`config.mk`:
```
export PLATFORM = sky130hd
export DESIGN_NAME = batched_timestamp_id_generator
export DESIGN_NICKNAME = d
export VERILOG_FILES = /design/src/hw/rtl/btid_pkg.sv /design/src/hw/rtl/btid_ram.sv /design/src/hw/rtl/btid_alloc.sv /design/src/hw/rtl/batched_timestamp_id_generator.sv
export SDC_FILE = /design/constraint.sdc
export NUM_CORES = 1
export LEC_CHECK = 0
export BUFFER_PORTS_ARGS = -buffer_cell sky130_fd_sc_hd__buf_4
export CAP_MARGIN = 20
export CORE_MARGIN = 2
export CORE_UTILIZATION = 35
export CTS_BUF_LIST = sky130_fd_sc_hd__clkbuf_4 sky130_fd_sc_hd__clkbuf_8 sky130_fd_sc_hd__clkbuf_16
export DETAILED_ROUTE_END_ITERATION = 16
export GPL_TIMING_DRIVEN = 0
export SYNTH_ARGS = -nofsm -noshare
export SYNTH_HDL_FRONTEND = slang
export SYNTH_SLANG_ARGS = --single-unit
```
`constraint.sdc`:
```
create_clock -name clk_i -period 10.6 [get_ports clk_i]
set_clock_uncertainty 0.15 [all_clocks]
set_input_delay 1.06 -clock clk_i [delete_from_list [all_inputs] [get_ports clk_i]]
set_output_delay 1.06 -clock clk_i [all_outputs]
set_load 0.005 [all_outputs]
```
`src/hw/rtl/btid_pkg.sv`:
```
// Package for the batched timestamp ID generator.
// It holds the field widths, the reset values and the pool and global ID record types.
// It has no dependencies and is used by btid_alloc and the top level.
package btid_pkg;

  localparam int unsigned ReqW     = 2;
  localparam int unsigned SecW     = 34;
  localparam int unsigned NanoW    = 30;
  localparam int unsigned CntW     = 48;
  localparam int unsigned BatchW   = 16;
  localparam int unsigned InDataW  = SecW + NanoW;
  localparam int unsigned OutDataW = SecW + NanoW + CntW;

  localparam int unsigned NumRequestersDef = 4;
  localparam logic [BatchW-1:0] BatchReset = BatchW'(1000);

  typedef struct packed {
    logic [BatchW-1:0] remaining;
    logic [CntW-1:0]   count;
    logic [NanoW-1:0]  nanos;
    logic [SecW-1:0]   seconds;
  } pool_entry_t;

  typedef struct packed {
    logic [CntW-1:0]  count;
    logic [NanoW-1:0] nanos;
    logic [SecW-1:0]  seconds;
  } global_id_t;

  localparam int unsigned PoolEntryW = $bits(pool_entry_t);

endpackage

```
`src/hw/rtl/btid_ram.sv`:
```
// Generic single write port RAM with a registered read port.
// Holds the per-requester pool records; depends on nothing else.
module btid_ram #(
  parameter int unsigned Width = 8,
  parameter int unsigned Depth = 4
) (
  input  logic                                  clk_i,
  input  logic                                  we_i,
  input  logic [((Depth > 1) ? $clog2(Depth) : 1)-1:0] waddr_i,
  input  logic [Width-1:0]                      wdata_i,
  input  logic                                  re_i,
  input  logic [((Depth > 1) ? $clog2(Depth) : 1)-1:0] raddr_i,
  output logic [Width-1:0]                      rdata_o
);

  logic [Width-1:0] mem_q [Depth];
  logic [Width-1:0] rdata_q;

  always_ff @(posedge clk_i) begin
    if (we_i) begin
      mem_q[waddr_i] <= wdata_i;
    end
    if (re_i) begin
      rdata_q <= mem_q[raddr_i];
    end
  end

  assign rdata_o = rdata_q;

endmodule

```
`src/hw/rtl/btid_alloc.sv`:
```
// Allocation logic: decides between the local pool and a new batch from the global ID.
// Purely combinational; depends on btid_pkg for widths and record types.
module btid_alloc (
  input  logic [btid_pkg::BatchW-1:0] batch_i,
  input  logic [btid_pkg::SecW-1:0]   now_seconds_i,
  input  logic [btid_pkg::NanoW-1:0]  now_nanos_i,
  input  logic                        pool_valid_i,
  input  btid_pkg::pool_entry_t       pool_i,
  input  btid_pkg::global_id_t        glob_i,
  output btid_pkg::pool_entry_t       pool_o,
  output btid_pkg::global_id_t        glob_o,
  output logic                        fresh_o
);
  import btid_pkg::*;

  logic pool_hit;
  logic first;
  logic after;
  logic [CntW-1:0] glob_sum;

  assign pool_hit = pool_valid_i && (pool_i.remaining != '0);
  assign first    = (glob_i.seconds == '0) && (glob_i.nanos == '0) && (glob_i.count == '0);
  assign after    = (now_seconds_i > glob_i.seconds) ||
                    ((now_seconds_i == glob_i.seconds) && (now_nanos_i > glob_i.nanos));
  assign glob_sum = glob_i.count + CntW'(batch_i);

  always_comb begin
    pool_o  = pool_i;
    glob_o  = glob_i;
    fresh_o = 1'b0;
    if (pool_hit) begin
      pool_o.remaining = pool_i.remaining - BatchW'(1);
      pool_o.count     = pool_i.count + CntW'(1);
    end else begin
      fresh_o = 1'b1;
      if (first || after) begin
        pool_o.seconds = now_seconds_i;
        pool_o.nanos   = now_nanos_i;
        pool_o.count   = '0;
        glob_o.seconds = now_seconds_i;
        glob_o.nanos   = now_nanos_i;
        glob_o.count   = CntW'(batch_i);
      end else begin
        glob_o.count   = glob_sum;
        pool_o.seconds = glob_i.seconds;
        pool_o.nanos   = glob_i.nanos;
        pool_o.count   = glob_sum;
      end
      pool_o.remaining = (batch_i != '0) ? (batch_i - BatchW'(1)) : '0;
    end
  end

endmodule

```
`src/hw/rtl/batched_timestamp_id_generator.sv`:
```
// Top level of the batched timestamp ID generator: handshakes, pool RAM, global ID.
// Depends on btid_pkg, btid_ram and btid_alloc.
//
//   Channel  | Direction | Word contents (lowest bit first)
//   s_axis   | in        | tdata: now_seconds, now_nanos; tuser: requester
//   m_axis   | out       | tdata: id_seconds, id_nanos, id_count; tuser: new_batch
//   cfg      | in        | cfg_wdata_i: batch_size, written when cfg_we_i is high
//
// A word waits in the input register, where the pool record is read from RAM,
// and is resolved into the result register once that register is free to take it.
// One word is taken every cycle while m_axis does not stall; the pool RAM read and the single allocation step set this.
// The result register stalls on m_axis_tready, and the input register stalls behind it.
// Reset clears the global ID, the pool valid bits and the handshake state at once.
module batched_timestamp_id_generator #(
  parameter int unsigned NUM_REQUESTERS = btid_pkg::NumRequestersDef
) (
  input  logic                            clk_i,
  input  logic                            rst_ni,
  input  logic                            s_axis_tvalid,
  output logic                            s_axis_tready,
  input  logic [btid_pkg::InDataW-1:0]    s_axis_tdata,  // now_seconds, now_nanos
  input  logic [btid_pkg::ReqW-1:0]       s_axis_tuser,  // requester
  output logic                            m_axis_tvalid,
  input  logic                            m_axis_tready,
  output logic [btid_pkg::OutDataW-1:0]   m_axis_tdata,  // id_seconds, id_nanos, id_count
  output logic                            m_axis_tuser,  // new_batch
  input  logic                            cfg_we_i,
  input  logic [btid_pkg::BatchW-1:0]     cfg_wdata_i    // batch_size
);
  import btid_pkg::*;

  localparam int unsigned IdxW = (NUM_REQUESTERS > 1) ? $clog2(NUM_REQUESTERS) : 1;

  function automatic logic [IdxW-1:0] req_to_idx(input logic [ReqW-1:0] req);
    int unsigned v;
    v = req;
    for (int unsigned k = 0; k < (1 << ReqW) - 1; k++) begin
      if (v >= NUM_REQUESTERS) begin
        v = v - NUM_REQUESTERS;
      end
    end
    return IdxW'(v);
  endfunction

  logic [BatchW-1:0]         batch_q;
  global_id_t                glob_q, glob_d;
  logic [NUM_REQUESTERS-1:0] valid_q;

  logic                      in_valid_q;
  logic [IdxW-1:0]           idx_q;
  logic [SecW-1:0]           now_s_q;
  logic [NanoW-1:0]          now_n_q;
  logic                      fwd_hit_q;
  pool_entry_t               fwd_q;

  logic                      out_valid_q;
  logic [OutDataW-1:0]       out_data_q;
  logic                      out_fresh_q;

  logic                      proc;
  logic                      accept;
  logic [IdxW-1:0]           s_idx;
  logic [PoolEntryW-1:0]     ram_rdata;
  pool_entry_t               pool_rd;
  pool_entry_t               pool_d;
  logic                      fresh;

  assign proc          = in_valid_q && (!out_valid_q || m_axis_tready);
  assign s_axis_tready = !in_valid_q || proc;
  assign accept        = s_axis_tvalid && s_axis_tready;
  assign s_idx         = req_to_idx(s_axis_tuser);

  btid_ram #(
    .Width(PoolEntryW),
    .Depth(NUM_REQUESTERS)
  ) u_pool_ram (
    .clk_i  (clk_i),
    .we_i   (proc),
    .waddr_i(idx_q),
    .wdata_i(pool_d),
    .re_i   (accept),
    .raddr_i(s_idx),
    .rdata_o(ram_rdata)
  );

  assign pool_rd = fwd_hit_q ? fwd_q : pool_entry_t'(ram_rdata);

  btid_alloc u_alloc (
    .batch_i      (batch_q),
    .now_seconds_i(now_s_q),
    .now_nanos_i  (now_n_q),
    .pool_valid_i (valid_q[idx_q]),
    .pool_i       (pool_rd),
    .glob_i       (glob_q),
    .pool_o       (pool_d),
    .glob_o       (glob_d),
    .fresh_o      (fresh)
  );

  always_ff @(posedge clk_i or negedge rst_ni) begin
    if (!rst_ni) begin
      batch_q     <= BatchReset;
      glob_q      <= '0;
      valid_q     <= '0;
      in_valid_q  <= 1'b0;
      out_valid_q <= 1'b0;
      fwd_hit_q   <= 1'b0;
    end else begin
      if (cfg_we_i) begin
        batch_q <= cfg_wdata_i;
      end
      if (proc) begin
        glob_q         <= glob_d;
        valid_q[idx_q] <= 1'b1;
      end
      if (accept) begin
        in_valid_q <= 1'b1;
        fwd_hit_q  <= proc && (idx_q == s_idx);
      end else if (proc) begin
        in_valid_q <= 1'b0;
      end
      if (proc) begin
        out_valid_q <= 1'b1;
      end else if (m_axis_tready) begin
        out_valid_q <= 1'b0;
      end
    end
  end

  always_ff @(posedge clk_i) begin
    if (accept) begin
      idx_q   <= s_idx;
      now_s_q <= s_axis_tdata[SecW-1:0];
      now_n_q <= s_axis_tdata[InDataW-1:SecW];
      fwd_q   <= pool_d;
    end
    if (proc) begin
      out_data_q  <= {pool_d.count, pool_d.nanos, pool_d.seconds};
      out_fresh_q <= fresh;
    end
  end

  assign m_axis_tvalid = out_valid_q;
  assign m_axis_tdata  = out_data_q;
  assign m_axis_tuser  = out_fresh_q;

endmodule
```
==> metrics.yaml, run 1 <==
clock_tree:
  cts_tree: "done"
  h-tree-depth: 3
  cts_sinks: 1082
  insertion_delay_ns: 0.72
  cts-hold-fix-buffers: 0
  cts_max_path_buffers: 3
  post-cts-setup-buffers: 0
  cts-resized-gates: 0
  root_buffer: "clkbuf_16"
  cts_made_buffers: 113
  cts.clk_slew.worst_paths_ns: 0.06
cells_and_area:
  area_growth_pct: 18.3
  seqCellArea_sq_um: 31800
  diodes: 0
  nets: 3383
  n_fill_cell: 11700
  drive_above_1_share_pct: 23.0
  multi_input_area_sq_um: 13000
  final_cells: 5048
floorplan:
  fp.dieArea_sq_um: 134000
  die_h_um: 366
  row_count: 132
  core_sq_um: 130000
  initial_core_util_pct: 35.3
  io_pins: 202
  fp.dieW_um: 366
routing:
  wl_um: 120000
  wire_per_inst_um: 23.7
  first_pass_iters: 7
  drt_iter0_drc: 2440
  antenna_left: 0
  vias_per_cell: 5.24
  dr_total_vias: 26400
  drc: 0
power_and_ir_drop:
  ir_drop_mv: 0.143
  p_leak_nw: 19.0
  power_density_nw_per_um2: 221
sta:
  fin_crit_ns: 6.23
  tns_ns: 0
  max_freq_mhz: 161
  tightest_slew_ns: 1.14
  slew_viol_final: 0
  hold_viol_final: 0
  rsz0062_at_grt: "false"
  max-slew-margin-rel_pct: 24.3
  setup_violations: 0
  fin_worst_hold_slack_ns: 0.208
  period_share_pct: 58.8
place:
  dp.cells: 4835
  gp_congestion: 0.890
  dp_hpwl_um: 83100
  io_buffers: 200
yosys:
  syn-num-nets: 3030
  syn_area_sq_um: 45800
  yosys-top-cells-area: "edfxtp_1 62%, dfrtp_1 7.0%, mux4_2 6.3%, a21oi_1 2.6%, ha_1 2.3%"
  synthTopCellsByCount: "947 x edfxtp_1, 240 x a21oi_1, 129 x dfrtp_1, 129 x mux4_2, 127 x nand2_1"
  synth_ff_type: "edfxtp_1"
  ys_ff_latch: 1082
  syn_avg_cell_area_sq_um: 16.0
  synth_most_common_cell: "edfxtp_1"
  netlist.area_leader.share_pct: 62.1
  async_flop_share_pct: 12.5
  synth_cells: 2858
  yosysUniqueCellTypes: 92
  ys_warn_count: 0
  ys_seq_area_share_pct: 69.5
  synth.largest_area_cell: "edfxtp_1"
  synth-edff-count: 947
critical_path:
  path_class: "flip-flop to flip-flop"
  r2r_slack_ns: 4.37
  r2r-start: "fwd_hit_q"
  r2r_cells: 16
  start_kind: "flip-flop"
  worstPathRequired_ns: 10.78
  cp.arrival_ns: 6.41
  path_max_fanout: 10
  r2r-end: "m_axis_tdata[108]"
  crit_path_end_kind: "flip-flop"
global_routing:
  grt_max_degree: 118
  gr-usage-all-layers_pct: 17.6
  antenna_found_initial: 5
  grt_first_pass_wirelength_um: 178000
  grt-ovfl-total: 0
  grt_pass1_vias: 26300
job:
  maxCapViolCount: 0
outcome:
  outcome: "completed"
worst_hold_path:
  hold_class: "primary input to asynchronous set/reset pin"
critical path, cell delays in order, from the launching register on:
cell and delay, ns:
dfrtp_1 0.43, buf_6 0.22, buf_6 0.20, buf_4 0.24, buf_2 0.42, buf_2 0.42, buf_1 0.81, mux2_2 0.32
ha_1 0.14, inv_1 0.07, a211oi_1 0.42, nand3_1 0.32, nor2_1 0.28, and4bb_2 0.35, nand2_1 0.09, xnor2_1 0.12
o22ai_1 0.87
stage by stage:
stage / setup WS, ns / util [%] / cell area, sq um / power [mW]
global placement: -7.15 / 38.2 / 49500 / 7.96
finish: 4.37 / 41.8 / 54200 / 12.0
global route: 4.17 / 41.8 / 54200 / 12.5
floorplan: 0.590 / - / 45800 / 7.06
detailed placement: 4.54 / 38.8 / 50300 / 7.96
CTS: 4.52 / 41.8 / 54200 / 12.0
cell families after synthesis:
family | synth area share [%]
buffers and inverters | 2.26
xor gates and xnor gates | 2.08
adders and majority gates | 2.34
muxes | 10.1
and+or+nand+nor | 6.37
AOI/OAI and AO/OA | 7.35
DFF | 69.5
flip-flops by register name, indices dropped and copies added (netlist names):
| name | count |
|---|---|
| m_axis_tvalid | 1 |
| now_n_q | 30 |
| now_s_q | 34 |
| u_pool_ram.rdata_o | 128 |
| m_axis_tuser | 1 |
| in_valid_q | 1 |
| m_axis_tdata | 112 |
| fwd_hit_q | 1 |
| u_pool_ram.mem_q | 512 |
| glob_q | 112 |
| batch_q | 16 |
| idx_q | 2 |
| fwd_q | 128 |
| valid_q | 4 |
report_power, final:
group / internal, mW / switching [mW]
Sequential: 5.25 / 0.307
Combinational: 0.907 / 1.42
Clock: 2.38 / 1.68
worst max-delay path by stage:
stage	start	end	slack, ns	cells past startpoint
floorplan	m_axis_tready	valid_q[1]	0.59	6
global placement	m_axis_tready	valid_q[1]	-7.15	7
detailed placement	fwd_hit_q	m_axis_tdata[108]	4.54	16
CTS	fwd_hit_q	m_axis_tdata[108]	4.52	16
global route	fwd_hit_q	m_axis_tdata[108]	4.17	16
finish	fwd_hit_q	m_axis_tdata[108]	4.37	16
layout by cell type, fill, tap and decap left out, types with 15 or more instances in the layout:
master	count
a211oi_1	68
a21o_1	24
a21oi_1	240
a22o_1	15
a31oi_1	19
buf_1	21
buf_16	17
buf_2	41
buf_4	203
buf_6	16
clkbuf_1	56
clkbuf_16	113
clkbuf_4	27
clkinv_1	16
clkinv_2	15
dfrtp_1	129
edfxtp_1	947
ha_1	84
inv_1	83
mux2_2	27
mux2_4	60
mux2i_1	49
mux4_2	129
nand2_1	127
nand3_1	59
nand3b_1	15
nand4_1	33
nor2_1	85
nor2b_1	74
nor3_1	34
nor4_1	41
o21ai_0	61
o22ai_1	29
xnor2_1	64
xor2_1	45
cell type report:
class	count	area share, %
flip-flops and latches	1082	58.7
multi-input cells	1551	23.9
clock buffers	146	5.76
repair buffers	238	4.20
well taps	1742	4.02
clock inverters	64	1.38
plain buffers	139	1.31
inverters	86	0.621
layer usage:
metal  up-vias  GRT usage, %  share of wire, %
met5         -             0             0.022
met4         4          4.92               2.7
met3       185          3.13               5.5
met2       755          28.4                48
met1     13600          24.6                44
li1      11900             -                 -
No activity file was read; power rests on OpenSTA's default activity.
==> run 2, diff against run 1 <==
--- a/config.mk
+++ b/config.mk
@@ -5,6 +5,7 @@
 export SDC_FILE = /design/constraint.sdc
 export NUM_CORES = 1
 export LEC_CHECK = 0
+export ABC_AREA = 1
 export BUFFER_PORTS_ARGS = -buffer_cell sky130_fd_sc_hd__buf_4
 export CAP_MARGIN = 20
 export CORE_MARGIN = 2
==> constraint.sdc (replaced) <==
create_clock -name clk_i -period 6.3 [get_ports clk_i]
set_clock_uncertainty 0.15 [all_clocks]
set_input_delay 0.63 -clock clk_i [delete_from_list [all_inputs] [get_ports clk_i]]
set_output_delay 0.63 -clock clk_i [all_outputs]
set_load 0.005 [all_outputs]
==> run 2 against run 1 <==
Routed wire length increased by 19%. Clock power increased by 61%. Hold slack lost 0.14 ns. Critical endpoint is now m_axis_tdata[59]. Largest power group unchanged.
==> metrics.yaml, run 2 <==
critical_path:
  crit_path_end_kind: "flip-flop"
  slowest_stage: "edfxtp_1"
  start_kind: "flip-flop"
  r2r_cells: 16  # unchanged
  slowest_delay_ns: 0.46  # -0.41 ns
  crit_path_cell_trace: "ha_1, nand2_1, nor2_1, nand2_1, nor2_1, nand3_1, nand2_1, nor2_1, nand2_1, nand2_1, nand3_2, buf_2, buf_2, nand2_1, nand3_1, nand2_1"
  path_delay_family: "simple AND/OR/NAND/NOR gates"
  r2r-end: "m_axis_tdata[59]"
  cp-startpoint: "now_s_q[23]"
  cp.arrival_ns: 4.28  # -2.13 ns
  cp_common_cell: "nand2_1"
  worstPathRequired_ns: 6.57  # -4.21 ns
  path_class: "flip-flop to flip-flop"
  worstSetupEndpoint: "m_axis_tdata[59]"
  critical_path_buf_inv_count: 2  # -5
  path_max_fanout: 10  # unchanged
  r2r-start: "now_s_q[23]"
  cp_num_cells: 16  # unchanged
  r2r_slack_ns: 2.28  # -2.09 ns
yosys:
  async_flop_share_pct: 12.5  # unchanged
  synth_ff_type: "edfxtp_1"
  synth_most_common_cell: "nand2_1"
  yosysUniqueCellTypes: 42  # -54%
  syn_avg_cell_area_sq_um: 10.6  # -34%
  synthXorXnorAreaFrac_pct: 1.63  # -0.45 points
  synthMuxAreaShare_pct: 0.136  # -10 points
  synth_fa_ha_area_share_pct: 2.24  # -0.099 points
  netlist.area_leader.share_pct: 59.5  # -2.6 points
  synth_cells: 4530  # +59%
  synth_top_family_by_area: "simple AND/OR/NAND/NOR gates"
  yosys-top-cells-area: "edfxtp_1 59%, nand2_1 9.9%, dfrtp_1 6.7%, nor2_1 3.7%, o21ai_0 3.1%"
  synth.largest_area_cell: "edfxtp_1"
  synth_compound_area_share_pct: 6.18  # -1.2 points
  ys_warn_count: 0  # unchanged
  ys_seq_area_share_pct: 66.5  # -3.0 points
  synthSimpleGateAreaFrac_pct: 18.8  # +12 points
  synthTopCellsByCount: "1263 x nand2_1, 947 x edfxtp_1, 470 x nor2_1, 315 x inv_1, 296 x o21ai_0"
  synth-edff-count: 947  # unchanged
  syn_area_sq_um: 47800  # +4.4%
  syn-num-nets: 4702  # +55%
  ys_ff_latch: 1082  # unchanged
place:
  placed_area_sq_um: 52600  # +4.5%
  dp_hpwl_um: 102000  # +23%
  io_buffers: 200  # unchanged
  gp_congestion: 0.988  # +11%
cells_and_area:
  layout_common_cells: "1262 x nand2_1, 947 x edfxtp_1, 468 x nor2_1, 313 x inv_1, 296 x o21ai_0"
  finalInstanceArea_sq_um: 56900  # +5.0%
  regMostFlops: "u_pool_ram.mem_q"
  drive_above_1_share_pct: 10.5  # -13 points
  largest_register_ffs: 512  # unchanged
  final_common_cell: "nand2_1"
  area_growth_pct: 19.0
  final_core_util_pct: 42.0  # +0.22 points
  nets: 5131  # +52%
global_routing:
  grt-ovfl-total: 0  # unchanged
  gr-usage-all-layers_pct: 20.0  # +2.3 points
  grt_first_pass_wirelength_um: 211000  # +19%
  grt_max_degree: 88  # -25%
  antenna_found_initial: 6  # +1
  grt_pass1_vias: 33300  # +27%
clock_tree:
  h-tree-depth: 3  # unchanged
  cts.clk_slew.worst_paths_ns: 0.06  # about the same
  cts-hold-fix-buffers: 72  # +72
  cts_tree: "done"
  post-cts-setup-buffers: 0  # unchanged
  cts_max_path_buffers: 3  # unchanged
  root_buffer: "clkbuf_16"
  insertion_delay_ns: 0.73  # about the same
  cts_made_buffers: 110  # -2.7%
  cts-resized-gates: 0  # unchanged
  cts_sinks: 1082  # unchanged
sta:
  fin_crit_ns: 4.02  # -2.21 ns
  hold_viol_final: 0  # unchanged
  period_share_pct: 63.7  # +5.0 points
  max-slew-margin-rel_pct: 25.9  # +1.6 points
  tightest_slew_ns: 1.11  # -0.0247 ns
  slew_viol_final: 0  # unchanged
  rsz0062_at_grt: "false"
  max_freq_mhz: 249  # +55%
  setup_violations: 0  # unchanged
  tns_ns: 0  # unchanged
routing:
  vias_per_cell: 5.12  # -2.2%
  first_pass_iters: 5  # -2
  wl_um: 142000  # +19%
  wire_per_inst_um: 20.9  # -12%
  antenna_left: 0  # unchanged
  drt_iter0_drc: 3426  # +40%
  drc: 0  # unchanged
  dr_total_vias: 35000  # +32%
job:
  maxCapViolCount: 0  # unchanged
floorplan:
  fp.dieArea_sq_um: 140000  # +4.4%
  row_count: 135  # +2.3%
  die_h_um: 374  # +2.2%
  core_sq_um: 135000  # +4.5%
  initial_core_util_pct: 35.3  # about the same
  fp.dieW_um: 374  # +2.2%
  io_pins: 202  # unchanged
outcome:
  outcome: "completed"
worst_hold_path:
  hold_class: "primary input to flip-flop"
power_and_ir_drop:
  power_density_nw_per_um2: 371  # +68%
  ir_drop_mv: 0.236  # +65%
  p_leak_nw: 22.7  # +19%
-- run 2: cell types whose count changed after synthesis, sizes merged, moves of 104 or more --
cell and delta:
nand2 +1134, nor2 +388, o21ai +301, inv +236, a21oi -203, nand3 +198, mux4 -129, o22ai +104
-- run 2: cell families after synthesis --
group                    Yosys count
AO/OA/AOI/OAI                    553
buffers and inverters            532
AND/OR/NAND/NOR                 2183
multiplexers                       6
flip-flops                      1082
XOR/XNOR                          89
adder cells (fa/ha/maj)           85
-- run 2: final cells by class --
class	count	area, sq um
flip-flops and latches	1082	31800
diodes	1	2.50
well taps	1781	2230
plain buffers	211	945
clock inverters	54	528
repair buffers	317	3180
clock buffers	145	3090
multi-input cells	2916	13900
inverters	321	1210
fillers	12800	78600
-- run 2: layer usage --
layer  GRT usage [%]  share of wire [%]
met1            28.3                 45
met2            31.5                 46
met3            3.60                7.3
met4            5.10                2.3
met5               0                  0
-- run 2: per-stage QoR --
step,setup slack (ns),cells,hold slack (ns),total power [mW]
detailed placement,2.33,6556,0.308,14.6
CTS,2.28,6827,0.00250,21.2
finish,2.28,6828,0.0630,21.1
global placement,-6.16,6511,0.291,14.6
floorplan,-0.787,4530,0.184,12.7
global route,2.02,6827,0.0344,22.1
-- run 2: worst min-delay path by stage --
stage	startpoint	end	slack (ns)	depth (start not counted)
2_1_floorplan	rst_ni	batch_q[0]	0.18	0
3_3_place_gp	valid_q[2]	valid_q[2]	0.29	2
3_5_place_dp	valid_q[1]	valid_q[1]	0.31	1
4_1_cts	cfg_wdata_i[14]	batch_q[14]	0.003	3
5_1_grt	cfg_wdata_i[14]	batch_q[14]	0.03	3
6_report	cfg_wdata_i[14]	batch_q[14]	0.06	3
-- run 2: worst reg2reg max path: cells and delay by family, from the launching register on --
family / cells / cell delay (ns)
fa+ha+maj: 1 / 0.35
buf+inv: 2 / 0.84
flops: 1 / 0.46
simple gates: 13 / 1.90
-- run 2: where the power goes --
part           switching [mW]  internal, mW
logic                    3.37          1.47
clock network            2.77          3.78
registers               0.437          9.28
